==> src/hw/rtl/i2cms_pkg.sv <==
// Shared types and constants for the two-wire bus master transfer sequencer.
package i2cms_pkg;

    // Width of the byte-count field on the request channel.
    localparam int XFER_LEN_W = 16;

    // Request codes carried in the action field.
    localparam logic [1:0] ACT_EVENT = 2'd0;
    localparam logic [1:0] ACT_WRITE = 2'd1;
    localparam logic [1:0] ACT_READ  = 2'd2;

    // Bit positions of the controller status flags.
    localparam int FLG_START_SENT = 0;
    localparam int FLG_ADDR_DONE  = 1;
    localparam int FLG_BYTE_DONE  = 2;
    localparam int FLG_TX_EMPTY   = 3;
    localparam int FLG_RX_FULL    = 4;
    localparam int FLG_STOP_SEEN  = 5;

    // Bit positions of the reported event mask.
    localparam int EV_TX_DONE  = 0;
    localparam int EV_RX_DONE  = 1;
    localparam int EV_STOP     = 2;
    localparam int EV_DATA_REQ = 3;
    localparam int EV_DATA_RCV = 4;

    typedef enum logic [1:0] {
        ST_READY = 2'd0,
        ST_TX    = 2'd1,
        ST_RX    = 2'd2
    } t_xfer_state;

    typedef struct packed {
        logic [1:0]            action;
        logic [6:0]            slave_addr;
        logic [XFER_LEN_W-1:0] xfer_len;
        logic                  keep_bus;
        logic [5:0]            status_flags;
        logic                  master_mode;
        logic                  transmitter_mode;
        logic [7:0]            tx_byte;
        logic [7:0]            rx_byte;
    } t_item;

    typedef struct packed {
        logic [1:0] prior_state;
        logic       start_req;
        logic       byte_write_valid;
        logic [7:0] byte_write_value;
        logic       byte_read_valid;
        logic [7:0] byte_read_value;
        logic       stop_req;
        logic       ack_level;
        logic [4:0] event_mask;
        logic [1:0] irq_enables;
    } t_result;

endpackage

==> src/hw/rtl/i2cms_if.sv <==
// Valid/ready channel interfaces for requests, results and configuration writes.
interface i2cms_item_if;
    logic                 valid;
    logic                 ready;
    i2cms_pkg::t_item     data;
    modport source (output valid, output data, input ready);
    modport sink   (input valid, input data, output ready);
endinterface

interface i2cms_result_if;
    logic                 valid;
    logic                 ready;
    i2cms_pkg::t_result   data;
    modport source (output valid, output data, input ready);
    modport sink   (input valid, input data, output ready);
endinterface

interface i2cms_cfg_if;
    logic valid;
    logic ready;
    logic ack_enable;
    modport source (output valid, output ack_enable, input ready);
    modport sink   (input valid, input ack_enable, output ready);
endinterface

==> src/hw/rtl/i2c_master_transfer_sequencer_unit.sv <==
// Top level of the two-wire bus master transfer sequencer.
//
// The block takes requests and controller status events on i_item and gives
// exactly one result per request on o_res. A start-write or start-read request
// is honored only while no transfer is running; it latches the address, the
// byte count and the keep-bus flag, raises start_req and enables interrupts.
// Status events then walk the transfer through address, data and stop.
// i_cfg writes the ack_enable register, which decides whether ACK is set again
// after a read completes; it is always ready and should only be written while
// the block is idle.
//
// Each transfer on i_item is captured in an input register, worked through by
// combinational logic and stored in the result register, which offers it on
// o_res. One request is taken every cycle as long as results are taken; the
// result register decides the rate.
// When o_res stalls, the result register holds its content, the input
// register fills once more, and then i_item.ready falls until o_res drains.
// Synchronous reset empties both registers, sets ack_enable to 1 and returns
// the sequencer to the ready state with interrupts and ACK off.
module i2c_master_transfer_sequencer_unit #(
    parameter int LEN_BITS = 16
) (
    input  logic            i_clk,
    input  logic            i_rst_n,
    i2cms_item_if.sink      i_item,
    i2cms_result_if.source  o_res,
    i2cms_cfg_if.sink       i_cfg
);
    import i2cms_pkg::*;

    logic    r_in_valid;
    t_item   r_in;
    logic    r_out_valid;
    t_result r_out;
    logic    r_ack_enable;
    logic    w_advance;
    t_result w_result;

    // The registered request moves on whenever the result register is free
    // or is being emptied in this cycle.
    assign w_advance    = r_in_valid && (!r_out_valid || o_res.ready);
    assign i_item.ready = !r_in_valid || w_advance;
    assign i_cfg.ready  = 1'b1;

    always_ff @(posedge i_clk) begin
        if (!i_rst_n) begin
            r_in_valid <= 1'b0;
        end else if (i_item.ready) begin
            r_in_valid <= i_item.valid;
        end
    end

    always_ff @(posedge i_clk) begin
        if (i_item.ready && i_item.valid) begin
            r_in <= i_item.data;
        end
    end

    // The configuration register resets to acknowledge enabled.
    always_ff @(posedge i_clk) begin
        if (!i_rst_n) begin
            r_ack_enable <= 1'b1;
        end else if (i_cfg.valid) begin
            r_ack_enable <= i_cfg.ack_enable;
        end
    end

    i2cms_core #(
        .LEN_BITS (LEN_BITS)
    ) u_core (
        .i_clk        (i_clk),
        .i_rst_n      (i_rst_n),
        .i_advance    (w_advance),
        .i_item       (r_in),
        .i_ack_enable (r_ack_enable),
        .o_result     (w_result)
    );

    always_ff @(posedge i_clk) begin
        if (!i_rst_n) begin
            r_out_valid <= 1'b0;
        end else if (w_advance) begin
            r_out_valid <= 1'b1;
        end else if (o_res.ready) begin
            r_out_valid <= 1'b0;
        end
    end

    always_ff @(posedge i_clk) begin
        if (w_advance) begin
            r_out <= w_result;
        end
    end

    assign o_res.valid = r_out_valid;
    assign o_res.data  = r_out;

endmodule

==> src/hw/rtl/i2cms_core.sv <==
// Sequencer state registers and the single-pass next-state and result logic.
module i2cms_core #(
    parameter int LEN_BITS = 16
) (
    input  logic               i_clk,
    input  logic               i_rst_n,
    input  logic               i_advance,
    input  i2cms_pkg::t_item   i_item,
    input  logic               i_ack_enable,
    output i2cms_pkg::t_result o_result
);
    import i2cms_pkg::*;

    t_xfer_state         r_state, n_state;
    logic [LEN_BITS-1:0] r_tx_left, n_tx_left;
    logic [LEN_BITS-1:0] r_rx_left, n_rx_left;
    logic [LEN_BITS-1:0] r_rx_total, n_rx_total;
    logic [6:0]          r_target_addr, n_target_addr;
    logic                r_hold_bus, n_hold_bus;
    logic                r_event_irq_on, n_event_irq_on;
    logic                r_buffer_irq_on, n_buffer_irq_on;
    logic                r_ack_bit, n_ack_bit;
    logic [LEN_BITS-1:0] w_len;

    // The byte count is kept in LEN_BITS bits.
    if (LEN_BITS <= XFER_LEN_W) begin : g_len_trunc
        assign w_len = i_item.xfer_len[LEN_BITS-1:0];
    end else begin : g_len_ext
        assign w_len = {{(LEN_BITS-XFER_LEN_W){1'b0}}, i_item.xfer_len};
    end

    always_comb begin
        logic busy;
        logic evon;
        logic bufon;
        logic [5:0] flags;
        n_state         = r_state;
        n_tx_left       = r_tx_left;
        n_rx_left       = r_rx_left;
        n_rx_total      = r_rx_total;
        n_target_addr   = r_target_addr;
        n_hold_bus      = r_hold_bus;
        n_event_irq_on  = r_event_irq_on;
        n_buffer_irq_on = r_buffer_irq_on;
        n_ack_bit       = r_ack_bit;
        o_result        = '0;
        o_result.prior_state = r_state;
        busy  = (r_state == ST_TX) || (r_state == ST_RX);
        evon  = r_event_irq_on;
        bufon = r_buffer_irq_on;
        flags = i_item.status_flags;

        if ((i_item.action == ACT_WRITE || i_item.action == ACT_READ) && !busy) begin
            n_target_addr = i_item.slave_addr;
            n_hold_bus    = i_item.keep_bus;
            if (i_item.action == ACT_WRITE) begin
                n_tx_left = w_len;
                n_state   = ST_TX;
            end else begin
                n_rx_left  = w_len;
                n_rx_total = w_len;
                n_state    = ST_RX;
            end
            o_result.start_req = 1'b1;
            n_event_irq_on     = 1'b1;
            n_buffer_irq_on    = 1'b1;
        end else if (i_item.action == ACT_EVENT) begin
            // Start sent: address byte with the direction bit.
            if (evon && flags[FLG_START_SENT]) begin
                if (r_state == ST_TX) begin
                    o_result.byte_write_valid = 1'b1;
                    o_result.byte_write_value = {r_target_addr, 1'b0};
                end else if (r_state == ST_RX) begin
                    o_result.byte_write_valid = 1'b1;
                    o_result.byte_write_value = {r_target_addr, 1'b1};
                end
            end
            // Address done on a single-byte read: drop ACK early.
            if (evon && flags[FLG_ADDR_DONE] && i_item.master_mode &&
                r_state == ST_RX && r_rx_total == LEN_BITS'(1)) begin
                n_ack_bit = 1'b0;
            end
            // Byte finished with nothing left to send closes the write.
            if (evon && flags[FLG_BYTE_DONE] && r_state == ST_TX &&
                flags[FLG_TX_EMPTY] && r_tx_left == '0) begin
                o_result.stop_req                = !r_hold_bus;
                n_event_irq_on                   = 1'b0;
                n_buffer_irq_on                  = 1'b0;
                n_state                          = ST_READY;
                n_tx_left                        = '0;
                o_result.event_mask[EV_TX_DONE]  = 1'b1;
            end
            if (evon && flags[FLG_STOP_SEEN]) begin
                o_result.event_mask[EV_STOP] = 1'b1;
            end
            // A write that closed above had no bytes left, so the original
            // state and count decide here.
            if (evon && bufon && flags[FLG_TX_EMPTY]) begin
                if (i_item.master_mode) begin
                    if (r_state == ST_TX && r_tx_left != '0) begin
                        o_result.byte_write_valid = 1'b1;
                        o_result.byte_write_value = i_item.tx_byte;
                        n_tx_left                 = r_tx_left - LEN_BITS'(1);
                    end
                end else if (i_item.transmitter_mode) begin
                    o_result.event_mask[EV_DATA_REQ] = 1'b1;
                end
            end
            if (evon && bufon && flags[FLG_RX_FULL]) begin
                if (i_item.master_mode) begin
                    if (r_state == ST_RX) begin
                        if (r_rx_total == LEN_BITS'(1)) begin
                            o_result.byte_read_valid = 1'b1;
                            o_result.byte_read_value = i_item.rx_byte;
                            n_rx_left                = r_rx_left - LEN_BITS'(1);
                        end else if (r_rx_total > LEN_BITS'(1)) begin
                            if ({1'b0, r_rx_left} == (LEN_BITS+1)'(2)) begin
                                n_ack_bit = 1'b0;
                            end
                            o_result.byte_read_valid = 1'b1;
                            o_result.byte_read_value = i_item.rx_byte;
                            n_rx_left                = r_rx_left - LEN_BITS'(1);
                        end
                        if (n_rx_left == '0) begin
                            o_result.stop_req               = !r_hold_bus;
                            n_event_irq_on                  = 1'b0;
                            n_buffer_irq_on                 = 1'b0;
                            n_state                         = ST_READY;
                            n_rx_total                      = '0;
                            if (i_ack_enable) begin
                                n_ack_bit = 1'b1;
                            end
                            o_result.event_mask[EV_RX_DONE] = 1'b1;
                        end
                    end
                end else if (!i_item.transmitter_mode) begin
                    o_result.event_mask[EV_DATA_RCV] = 1'b1;
                end
            end
        end

        o_result.ack_level   = n_ack_bit;
        o_result.irq_enables = {n_buffer_irq_on, n_event_irq_on};
    end

    always_ff @(posedge i_clk) begin
        if (!i_rst_n) begin
            r_state         <= ST_READY;
            r_tx_left       <= '0;
            r_rx_left       <= '0;
            r_rx_total      <= '0;
            r_target_addr   <= '0;
            r_hold_bus      <= 1'b0;
            r_event_irq_on  <= 1'b0;
            r_buffer_irq_on <= 1'b0;
            r_ack_bit       <= 1'b0;
        end else if (i_advance) begin
            r_state         <= n_state;
            r_tx_left       <= n_tx_left;
            r_rx_left       <= n_rx_left;
            r_rx_total      <= n_rx_total;
            r_target_addr   <= n_target_addr;
            r_hold_bus      <= n_hold_bus;
            r_event_irq_on  <= n_event_irq_on;
            r_buffer_irq_on <= n_buffer_irq_on;
            r_ack_bit       <= n_ack_bit;
        end
    end

endmodule

==> src/flat_wrapper.sv <==
// flat-port wrapper written by rule: the top's interface ports become plain ports
module i2c_master_transfer_sequencer_unit_flat import i2cms_pkg::*;
#(
    parameter int LEN_BITS = 16
)
  (i_clk, i_rst_n, i_item_valid, i_item_data, i_item_ready, o_res_valid, o_res_data, o_res_ready, i_cfg_valid, i_cfg_ack_enable, i_cfg_ready);
  i2cms_item_if i_item_i ();
  i2cms_result_if o_res_i ();
  i2cms_cfg_if i_cfg_i ();
  input  logic i_clk;
  input  logic i_rst_n;
  input wire logic [$bits(i_item_i.valid)-1:0] i_item_valid;
  input wire logic [$bits(i_item_i.data)-1:0] i_item_data;
  output wire logic [$bits(i_item_i.ready)-1:0] i_item_ready;
  output wire logic [$bits(o_res_i.valid)-1:0] o_res_valid;
  output wire logic [$bits(o_res_i.data)-1:0] o_res_data;
  input wire logic [$bits(o_res_i.ready)-1:0] o_res_ready;
  input wire logic [$bits(i_cfg_i.valid)-1:0] i_cfg_valid;
  input wire logic [$bits(i_cfg_i.ack_enable)-1:0] i_cfg_ack_enable;
  output wire logic [$bits(i_cfg_i.ready)-1:0] i_cfg_ready;
  assign i_item_i.valid = i_item_valid;
  assign i_item_i.data = i_item_data;
  assign i_item_ready = i_item_i.ready;
  assign o_res_valid = o_res_i.valid;
  assign o_res_data = o_res_i.data;
  assign o_res_i.ready = o_res_ready;
  assign i_cfg_i.valid = i_cfg_valid;
  assign i_cfg_i.ack_enable = i_cfg_ack_enable;
  assign i_cfg_ready = i_cfg_i.ready;
  i2c_master_transfer_sequencer_unit #(.LEN_BITS(LEN_BITS)) u_core (.i_clk(i_clk), .i_rst_n(i_rst_n), .i_item(i_item_i), .o_res(o_res_i), .i_cfg(i_cfg_i));
endmodule
==> config.mk <==
export PLATFORM = sky130hd
export DESIGN_NAME = i2c_master_transfer_sequencer_unit_flat
export DESIGN_NICKNAME = d
export VERILOG_FILES = /design/src/hw/rtl/i2cms_pkg.sv /design/src/hw/rtl/i2cms_if.sv /design/src/hw/rtl/i2c_master_transfer_sequencer_unit.sv /design/src/hw/rtl/i2cms_core.sv /design/src/flat_wrapper.sv
export SDC_FILE = /design/constraint.sdc
export NUM_CORES = 1
export LEC_CHECK = 0
export ABC_CLOCK_PERIOD_IN_PS = 3100
export BUFFER_PORTS_ARGS = -buffer_cell sky130_fd_sc_hd__buf_2
export CAP_MARGIN = 20
export CORE_MARGIN = 8
export CORE_UTILIZATION = 55
export CTS_BUF_LIST = sky130_fd_sc_hd__clkbuf_4
export DETAILED_ROUTE_END_ITERATION = 10
export GPL_TIMING_DRIVEN = 1
export PLACE_DENSITY = 0.77
export SKIP_CTS_REPAIR_TIMING = 1
export SYNTH_ARGS = -nofsm -noshare
export SYNTH_HDL_FRONTEND = slang
export SYNTH_SLANG_ARGS = --single-unit
==> constraint.sdc <==
create_clock -name i_clk -period 3.1 [get_ports i_clk]
set_clock_uncertainty 0.15 [all_clocks]
set_input_delay 0.31 -clock i_clk [delete_from_list [all_inputs] [get_ports i_clk]]
set_output_delay 0.31 -clock i_clk [all_outputs]
set_load 0.005 [all_outputs]
; ---- Word-level counts from Yosys, hierarchy flattened
; Cells that the tools add are included.
[word_totals]
ff_bits = 144
rom_bits = 0
memories = 0
latchBits = 0
wordCells = 174
ramBits = 0
inputBits = 56
[classes]
shifts = 0
div_mod_pow = 0
n_addsub = 2
reduce_logical = 44
mux = 80
n_lt_le_gt_ge = 1
eq_ne = 8
multipliers = 0
bitwise = 5
[ops]
columns = operator, n
row1 = $mux W16, 26
row2 = $mux W9, 8
row3 = $mux W1, 38
row4 = $logic_not A16 Y1, 2
row5 = $sub A16 B1 Y16 const B, 2
row6 = $logic_and A1 B1 Y1, 17
row7 = $eq A16 B1 Y1 const B, 1
row8 = $eq A16 B2 Y1 const B, 1
row9 = $gt A16 B1 Y1 const B, 1
row10 = $mux W2, 8
row11 = $reduce_bool A16 Y1, 1
row12 = $reduce_bool A2 Y1, 6
row13 = $reduce_or A4 Y1, 2
row14 = $reduce_and A7 Y1, 1
row15 = $reduce_and A6 Y1, 1
row16 = $not A1 Y1, 5
row17 = $reduce_or A5 Y1, 1
row18 = $eq A2 B1 Y1 const B, 2
row19 = $eq A2 B2 Y1 const B, 2
row20 = $logic_not A1 Y1, 4
row21 = $logic_or A1 B1 Y1, 4
row22 = $ne A2 B2 Y1 const B, 2
row23 = $reduce_and A2 Y1, 2
row24 = $reduce_and A3 Y1, 1
row25 = 2 further kinds, 2

; ---- Longest topological paths before layout
[depth]
ltp_word = 15
mapped_depth = 12

; ---- Modules after synthesis
; A second synthesis with hierarchy kept.
[unflattened]
hier_cells = 645
hier_area_um2 = 6658.9
[by_module_without_submodules]
columns = module, n_inst, seq_area_each_um2, cells_per_inst, area_per_inst_um2
row1 = i2cms_core, 1, 1221.2, 551, 4107.7
row2 = i2c_master_transfer_sequencer_unit, 1, 2462.4, 94, 2551.2

; ---- Least setup slack after synthesis
; OpenSTA, ideal clock, no wires.
[synth_timing]
kind = register to register
from = register u_core.u_core.r_rx_left[6]
to = register u_core.r_out (netlist bit u_core.o_res.data[0]) (data pin)
setup_slack_ns = 0.273
stages_incl_launch_ff = 9
required_time_ns = 2.690
period_less_slack_ns = 2.827
setup_time_ns = 0.260
t_arrival_ns = 2.417
n_path_buf = 0
path_cell_list = dfxtp_1 -> or4_4 -> nor4_4 -> o2111ai_2 -> xnor2_2 -> a2111oi_2 -> nand2_1 -> nand2_2 -> a21oi_1
[synth_via]
elab_chain_len = 15
[synth_rtl]
columns = item, line_no
row1 = "start, declared", i2cms_core.sv:16  ; logic [LEN_BITS-1:0] r_rx_left, n_rx_left;
row2 = "start signal, assigned", i2cms_core.sv:160  ; r_rx_left <= n_rx_left;
row3 = $sub A16 B1 Y16, "i2cms_core.sv:115, i2cms_core.sv:122"
row4 = $mux W16, i2cms_core.sv:116  ; end else if (r_rx_total > LEN_BITS'(1)) begin
row5 = $mux W16 *, i2cms_core.sv:112  ; if (r_rx_total == LEN_BITS'(1)) begin
row6 = $mux W16 *, i2cms_core.sv:111  ; if (r_state == ST_RX) begin
row7 = $mux W16 *, i2cms_core.sv:110  ; if (i_item.master_mode) begin
row8 = $mux W16 *, i2cms_core.sv:109  ; if (evon && bufon && flags[FLG_RX_FULL]) begin
row9 = $mux W16 *, i2cms_core.sv:67  ; end else if (i_item.action == ACT_EVENT) begin
row10 = $mux W16 *, i2cms_core.sv:53  ; if ((i_item.action == ACT_WRITE || i_item.action == ACT_READ) && !busy) begin
row11 = $logic_not A16 Y1 *, i2cms_core.sv:124  ; if (n_rx_left == '0) begin
row12 = $mux W1 *, i2cms_core.sv:124
row13 = $mux W1 *, i2cms_core.sv:111
row14 = $mux W1 *, i2cms_core.sv:110
row15 = $mux W1 *, i2cms_core.sv:109
row16 = $mux W1 *, i2cms_core.sv:67
row17 = $mux W1 *, i2cms_core.sv:53
row18 = net u_core.u_core.n_event_irq_on, i2cms_core.sv:20  ; logic r_event_irq_on, n_event_irq_on;
row19 = "end signal, assigned", i2c_master_transfer_sequencer_unit.sv:91  ; r_out <= w_result;
row20 = "end, declared", i2c_master_transfer_sequencer_unit.sv:34  ; t_result r_out;
; Mark *: on every way through the listed nets, which the timed path passes. The rest lies on a longest branch. The select of a mux whose other input is x is not followed.
; A chain may end at the register's enable or synchronous reset.

; ---- Final worst setup path
[layout_timing]
from = register u_core.u_core.r_rx_left[7]
to = register u_core.r_out (netlist bit u_core.o_res.data[0]) (data pin)
; Same word-level chain as after synthesis.

==> flow_summary.toml <==
[yosys]
synthFlopType = "edfxtp_1"
syn_nets = 684
synth_top_cell_area_share_pct = 38.4
postSynthCellCount = 619
async_flop_share_pct = 0
syn_area_per_cell_um2 = 10.1
yosys.cell_types.count = 65
synth_most_common_cell = "nand2_1"
yosys.area.top_type = "edfxtp_1"
ys_seq_area_share_pct = 58.9
syn-cell-area_um2 = 6250
synthTopCellsByArea = "edfxtp_1, dfxtp_1, nand2_1, a21oi_1, o21ai_0"
yosysWarnings = 0
synth_edf_count = 80
yosys_register_bits = 144
yosys-top-cells-count = "nand2_1, edfxtp_1, a21oi_1, dfxtp_1, nor2_1"

[drt]
wl_per_cell_um = 18.6
drtPass1Iterations = 5
viasPerCell = 5.97
route.detailed.drc = 0
ant_nets = 0
drt-total-wl_mm = 17.3
drt_iter0_drc = 615
vias = 5545

[sta]
slew_headroom_pct = 34.1
period_needed_ns = 2.89
rsz0062_at_grt = "false"
max_freq_mhz = 346
slew_violations = 0
hold_viol_final = 0
worst_slew_pin_slew_ns = 0.987
timing.final.crit_share_pct = 93.3
final-setup-viol-count = 0
final.setup.tns_ns = 0
whs_ns = 0.300

[worst_setup_path]
crit_fanout = 6
critical_path_class = "flop to flop"
required_ns = 3.25
critPathLaunch = "u_core.u_core.r_rx_left[7]"
worst_setup_path_start_kind = "flop"
slowest_delay_ns = 0.56
path_cells = "or4_1, or4_1, or4_1, a21oi_2, nand2_1, nand2_2, a21oi_1"
worst_path_max_delay_cell = "or4_1"
end_kind = "flop"
crit_arrival_ns = 3.04
rr_startpoint = "u_core.u_core.r_rx_left[7]"
crit_top_cell = "or4_1"

[grt]
grtUsageMet1_pct = 25.1
first_global_vias = 5192
gr-total-overflow = 0
grt_first_pass_wirelength_mm = 25.2
gr-usage-met2_pct = 36.9
top_usage_layer = "met2"
met3_usage_pct = 6.16
grt_usage_pct = 21.7
grt_max_degree = 55
antenna_found_initial = 0

[layout]
area_delta_synth_final_pct = 25.3
antenna_cells = 0
drive_gt1_share_pct = 19.8
nets = 838
post-route-util_pct = 69.5
final_area_um2 = 7830

[floorplan]
die_y_um = 123
io_pins = 89
die_w_um = 123
start_util_pct = 55.4
core-area_um2 = 11300
die_area_um2 = 15000
num_rows = 39

[clocking]
numClockSinks = 144
tritoncts = "done"
cts.clk_slew.worst_paths_ns = 0.16
ctsHtreeMaxLevel = 4
cts_buffers = 17
ctsLongestPathBuffers = 2
cts_root_buf = "clkbuf_4"
insertion_delay_ns = 0.57

[power_and_ir_drop]
report.power.total_mw = 4.30
peakVddDrop_mv = 0.476
p_leak_nw = 2.91
p_per_area_nw_per_um2 = 550

[placement]
place_congestion = 0.913
dp_hpwl_mm = 11.1
placement.io_buffers = 87
placed_cell_area_um2 = 6920

[outcome]
status = "complete, no violations"

[worst_hold_path]
hold_path.class = "input port to flop"
hold_start = "i_item_data[20]"

[flow_run]
maxCapViolCount = 0
cell type report:
cell class / count / area [um2]
flip-flops and latches: 144 / 3680
fillers: 817 / 3440
multi-input cells: 430 / 2400
repair buffers: 167 / 1190
clock inverters: 14 / 186
well taps: 143 / 179
clock buffers: 18 / 135
inverters: 13 / 48.8
flip-flops by register name (all words and copies together), names as in the netlist, 2 cells and up:
register and cells:
u_core.o_res.data 30, u_core.r_in 50, u_core.u_core.r_rx_left 16, u_core.u_core.r_rx_total 16, u_core.u_core.r_state 2, u_core.u_core.r_target_addr 7
u_core.u_core.r_tx_left 16
power by group:
group	switching, mW	internal, mW	leakage [nW]
combinational	0.470	0.314	1.45
clock	0.702	0.648	0.164
sequential	0.0629	2.11	1.30
total	1.23	3.07	2.91
path summary, 6_finish.rpt:
path / to / cells after the start / slack, ns
hold / removal: u_core.r_in[20] / 2 / 0.30
setup / recovery: u_core.o_res.data[0] / 7 / 0.21
hold reg to reg: u_core.u_core.r_target_addr[1] / 2 / 0.33
setup reg to reg: u_core.o_res.data[0] / 7 / 0.21
per-layer routing:
| layer | vias up | share of wire (%) | wire (um) |
|---|---|---|---|
| met5 | - | 0 | 0 |
| met4 | 0 | 2.8 | 480 |
| met3 | 42 | 8.4 | 1460 |
| met2 | 324 | 52 | 8980 |
| met1 | 2590 | 37 | 6400 |
| li1 | 2589 | - | - |
layout by cell type, fill, tap and decap left out, drive strengths merged, types with 3 or more instances in the layout:
master | Yosys | layout
and2 | 15 | 15
a21oi | 66 | 66
a22oi | 9 | 9
nand4 | 9 | 9
o21ai | 50 | 50
a31oi | 8 | 8
nand2 | 87 | 87
a211oi | 4 | 4
buf | 3 | 110
or2 | 5 | 5
nor2 | 47 | 47
or4 | 7 | 7
nor3 | 16 | 16
o22ai | 7 | 7
edfxtp | 80 | 80
nor4 | 10 | 10
ha | 9 | 9
o21a | 3 | 3
o41ai | 3 | 3
bufinv | 0 | 4
clkinvlp | 0 | 3
dlygate4sd3 | 0 | 57
clkinv | 0 | 4
clkbuf | 29 | 18
o31ai | 8 | 8
nand3 | 25 | 25
inv | 13 | 16
dfxtp | 64 | 64
a21boi | 9 | 9
worst max-delay path, delay by kind of cell (launching register included):
| family | cells | cell delay, ns |
|---|---|---|
| AO/OA/AOI/OAI | 2 | 0.38 |
| AND/OR/NAND/NOR | 5 | 1.76 |
| flip-flops | 1 | 0.37 |
through the flow:
| stage | setup WS (ns) | std cells |
|---|---|---|
| after global routing | 0.0329 | 929 |
| after floorplan | 0.273 | 619 |
| after global placement | 0.265 | 840 |
| after detailed placement | 0.159 | 840 |
| after CTS | 0.0985 | 872 |
| final | 0.207 | 929 |
cells by family (layout without fill, tap and decap cells):
family	count (synthesis)	in the layout	share of synthesized area, %
simple gates	234	234	18.0
compound gates	181	181	17.5
flops	144	144	58.9
buf+inv	45	212	2.88
fa+ha+maj	9	9	1.80
xor+xnor	3	3	0.541
mux	2	2	0.340
other cells	1	1	0.0600
Power figures use the tool's default switching activity.
